==> config.mk <==
export PLATFORM = sky130hd
export DESIGN_NAME = frdo_ram
export DESIGN_NICKNAME = d
export VERILOG_FILES = /design/src/design/frame_ring_drop_oldest_assert.svh /design/src/design/frdo_ram.sv
export SDC_FILE = /design/constraint.sdc
export NUM_CORES = 1
export LEC_CHECK = 0
export BUFFER_PORTS_ARGS = -buffer_cell sky130_fd_sc_hd__buf_2
export CORE_AREA = 4 4 230 232
export CTS_CLUSTER_DIAMETER = 60
export DETAILED_ROUTE_END_ITERATION = 10
export DIE_AREA = 0 0 234 236
export SKIP_LAST_GASP = 1
export SLEW_MARGIN = 20
export SYNTH_ARGS = -nofsm -noshare
export SYNTH_HDL_FRONTEND = slang
export SYNTH_SLANG_ARGS = --single-unit
==> constraint.sdc <==
create_clock -name clk -period 3.2 [get_ports clk]
set_input_delay 0.64 -clock clk [delete_from_list [all_inputs] [get_ports clk]]
set_output_delay 0.64 -clock clk [all_outputs]
set_load 0.01 [all_outputs]
==> src/design/frame_ring_drop_oldest_assert.svh <==
// assertion macros for the frame ring queue
// expects clk and rst_n in the scope of use
`ifndef FRAME_RING_DROP_OLDEST_ASSERT_SVH
`define FRAME_RING_DROP_OLDEST_ASSERT_SVH

`ifndef SYNTH
`define FRDO_ASSERT_NOW(label, ante, cons) \
  label: assert property (@(posedge clk) disable iff (!rst_n) (ante) |-> (cons)) \
    else $error("frdo assertion failed");
`define FRDO_ASSERT_NEXT(label, ante, cons) \
  label: assert property (@(posedge clk) disable iff (!rst_n) (ante) |=> (cons)) \
    else $error("frdo assertion failed");
`else
`define FRDO_ASSERT_NOW(label, ante, cons)
`define FRDO_ASSERT_NEXT(label, ante, cons)
`endif

`endif

==> src/design/frdo_ram.sv <==
// generic simple dual port ram, one write and one registered read port
// no dependencies
module frdo_ram #(
  parameter int WIDTH = 8,
  parameter int DEPTH = 64
) (
  input  logic                     clk,
  input  logic                     we,
  input  logic [$clog2(DEPTH)-1:0] waddr,
  input  logic [WIDTH-1:0]         wdata,
  input  logic                     re,
  input  logic [$clog2(DEPTH)-1:0] raddr,
  output logic [WIDTH-1:0]         rdata
);
  logic [WIDTH-1:0] mem [DEPTH];

  always_ff @(posedge clk) begin
    if (we) begin
      mem[waddr] <= wdata;
    end
    if (re) begin
      rdata <= mem[raddr];
    end
  end
endmodule

Yosys cells after proc, flatten, opt, wreduce, memory -nomap -nowiden
Memory sizes are Yosys's and may differ from the RTL's. A register that Yosys moved wholly into a read port is not among the register bits.
Index checks and enable logic that the tools add are counted.
- mux-type cells: 2
- operators by type and width (operator ; number):
    1-bit two-way mux ; 2
- input port bits: 23
- logic and storage cells: 3
- flip-flop bits (word level): 0
- bits in writable memories: 512
- memories kept: 1
- memories (memory ; depth ; bits a word ; read ports ; clocked after Yosys merged registers in ; write ports ; line ; RTL):
    mem ; 64 ; 8 ; 1 ; 1 ; 1 ; frdo_ram.sv:15 ; logic [WIDTH-1:0] mem [DEPTH];

Longest topological paths before layout
- depth in word-level cells: 2
- depth in mapped cells: 9
- gate-level depth less buffers: 5

Worst setup path after synthesis
OpenSTA, ideal clock, no wires.
- path kind: input to register
- start: input raddr[1]
- end: register rdata[3], read port of mem, data pin
- setup slack: 0.754 ns
- arrival: 2.180 ns
- cell stages on the path: 7
- path buffers: 3
- data required time: 2.934 ns
- library setup time: 0.266 ns
- cell sequence: buf_4 > buf_2 > buf_2 > mux4_2 > mux4_2 > o21ai_1 > o41ai_1
- RTL lines (item ; line ; RTL):
    start: declaration ; frdo_ram.sv:12 ; input logic [$clog2(DEPTH)-1:0] raddr,
    end: declaration ; frdo_ram.sv:13 ; output logic [WIDTH-1:0] rdata

==> metrics.txt <==
vias in the first global route=slightly above 10000; routed via count=about 9900; Post-Route WL=46480 µm; worst slew pin tran=0.8104 ns; Top FF cell, synth=edfxtp_1; initial antenna violation count=0; PwrDens=approximately 600 mW/mm²; Hold Violations, Final=0; critical path type=in -> reg; core box area=~0.051 mm²; CTS tree=built; Initial Util=between 30% and 40%; synthesized area per cell=21.54 µm²; placer's final routability congestion estimate=0.8190; post-route insts no fill=approximately 1800; most frequent cells in the layout=520 x edfxtp_1, 126 x mux4_2, 105 x buf_4, 83 x nor2_1, 53 x clkbuf_16; cells after synthesis=940; pin count of the biggest net entering global routing=between 40 and 50; Die H=around 240 µm; layout cells sized above 1=a little under a third; maxcap violations=0; synth-to-layout area growth=16.45%; Mapped Area=0.02025 mm²; XOR/XNOR Fraction of Synth Area=0%; Synth Area in Adders=0%; clock sinks=520; most common cell after layout, fill and taps aside=edfxtp_1; Setup TNS=0 ns; crit path cell chain=buf_4 > buf_12 > buf_12 > mux4_2 > mux4_2 > nor2_1 > o32ai_1; asr flop ratio synth=0%; Synth Register Bits=between 500 and 600; Slowest-stage cell, CP=mux4_2; Clock Latency Late Sink=roughly 0.61 ns; DRC errors left=0; max-slew violations=0; VDD IR max=around 370 µV; setup bufs post-CTS=0; Final min period=between 2 and 2.5 ns; sequential area share after synthesis=between 70% and 80%; Relative slew margins=a little under half; Worst Hold Class=in -> reg; n_diodes=0; crit-path max FO=28; CTS Buf Count=53; Total Routing Usage GR=between 15 and 20%; worst-case clock buffer depth=3; Post-Place Cells=around 1700; Hold-fix buffers, CTS=0; largest family of logic cells by synthesized area=multiplexers; CP Data Arrival Time=roughly 2.7 ns; Final Cycle Share=between 70% and 80%; setup violators final=0; worst hold margin=0.4241 ns; Net Count, Synth=963; Routed wire per std cell=roughly 26 µm; initial drt markers=between 1000 and 1500; Die ar.=roughly 0.055 mm²; RSZ-0062 raised after global routing=false; Distinct cells, synth=39; first-pass GRT wire length=69340 µm; number of enable flip-flop cells after synthesis=520; Required @ worst endpoint=approximately 3.5 ns; Post-Synth Simple-Gate Area=roughly 3.4%; status=complete, no violations; Via density=about 5.5; nature of the critical path startpoint=input port; post-route ant nets=0; Worst-path clk slew=about 0.060 ns; Leak Pwr=~7.5 nW; post-detail-place hpwl=between 30000 and 40000 µm; row count=83; worst clock skew=about 0.029 ns; Die X=around 230 µm; Max Clk Rate=between 400 and 500 MHz; total gr overflow=0; slowest stage delay, CP=~0.46 ns; I/O Buffers=30; Post-CTS Resized=0; post-route core utilization=between 40% and 50%; synth warn=0; CTS root buf=clkbuf_16; I/O pins=31; final net count=1111; Critical Path End Type=register; mux share of post-synthesis cell area=roughly 16%; First-pass DRT Iterations=5; H-tree levels=2; Synth Area in Compound Gates=under 10%
-- synthesized netlist by cell type, types with 4 or more instances --
cell type  instances  share of area [%]
o22ai_1            8               0.25
buf_2             11               0.27
a211oi_1           4               0.15
mux2_2            13               0.72
a221oi_1           6               0.26
nor3_1             7               0.17
nand3_1           13               0.32
nor2b_1           14               0.43
edfxtp_1         520                 77
nand2_1           19               0.35
buf_1              4              0.074
o221ai_1           8               0.35
clkbuf_1          17               0.32
mux4_2           126                 14
nor2_1            83                1.5
buf_4             13               0.48
mux2i_1           23                1.1
buf_6              4               0.22
nand2b_1           7               0.22
-- cell families after synthesis --
family,count (synthesis)
and+or+nand+nor,153
muxes,162
DFF,520
AOI/OAI and AO/OA,54
buffers and inverters,51
-- registers in the layout, summed over array words and instances (netlist names) --
signal	count
mem	512
rdata	8
-- per-layer routing --
metal,GRT usage [%],up-vias,wire [µm]
li1,-,4237,-
met1,26.17,5245,20750
met2,25.97,370,21670
met3,3.382,47,3393
met4,3.385,0,666
met5,0,-,0
-- final timing paths --
path              start  endpoint  slack, ns  cells after the start
max            raddr[1]  rdata[4]       0.84                      7
min reg2reg  mem[30][6]  rdata[6]       0.92                      3
max reg2reg  mem[45][1]  rdata[1]       1.07                      5
min                  re  rdata[1]       0.42                      1
-- power by group --
| group | internal (W) | total (W) | switching (W) |
|---|---|---|---|
| logic | 0.000296 | 0.000740 | 0.000443 |
| clock network | 0.00331 | 0.00583 | 0.00252 |
| registers | 0.00755 | 0.00758 | 0.0000225 |
-- critical path, delay by kind of cell --
family / cells / cell delay, ns
compound gates: 1 / 0.12
buf+inv: 3 / 0.88
mux: 2 / 0.80
simple gates: 1 / 0.20
-- stage by stage --
stage,setup WS [ns],power [W],cell area (µm²)
after floorplan,0.7537,0.008115,20250
after global placement,0.1977,0.008461,21940
after detailed placement,0.1803,0.008468,21940
after CTS,0.8248,0.01431,23580
after global routing,0.7602,0.01464,23580
final,0.8430,0.01415,23580
-- layout make-up --
type	instances	area [µm²]
fill	4221	27410
sequential	520	15620
multi-input combinational	369	4315
clock buffer	69	1386
timing repair buffer	144	1157
tap	680	850.8
clock inverter	30	252.7
(Power assumes the default switching activity.)
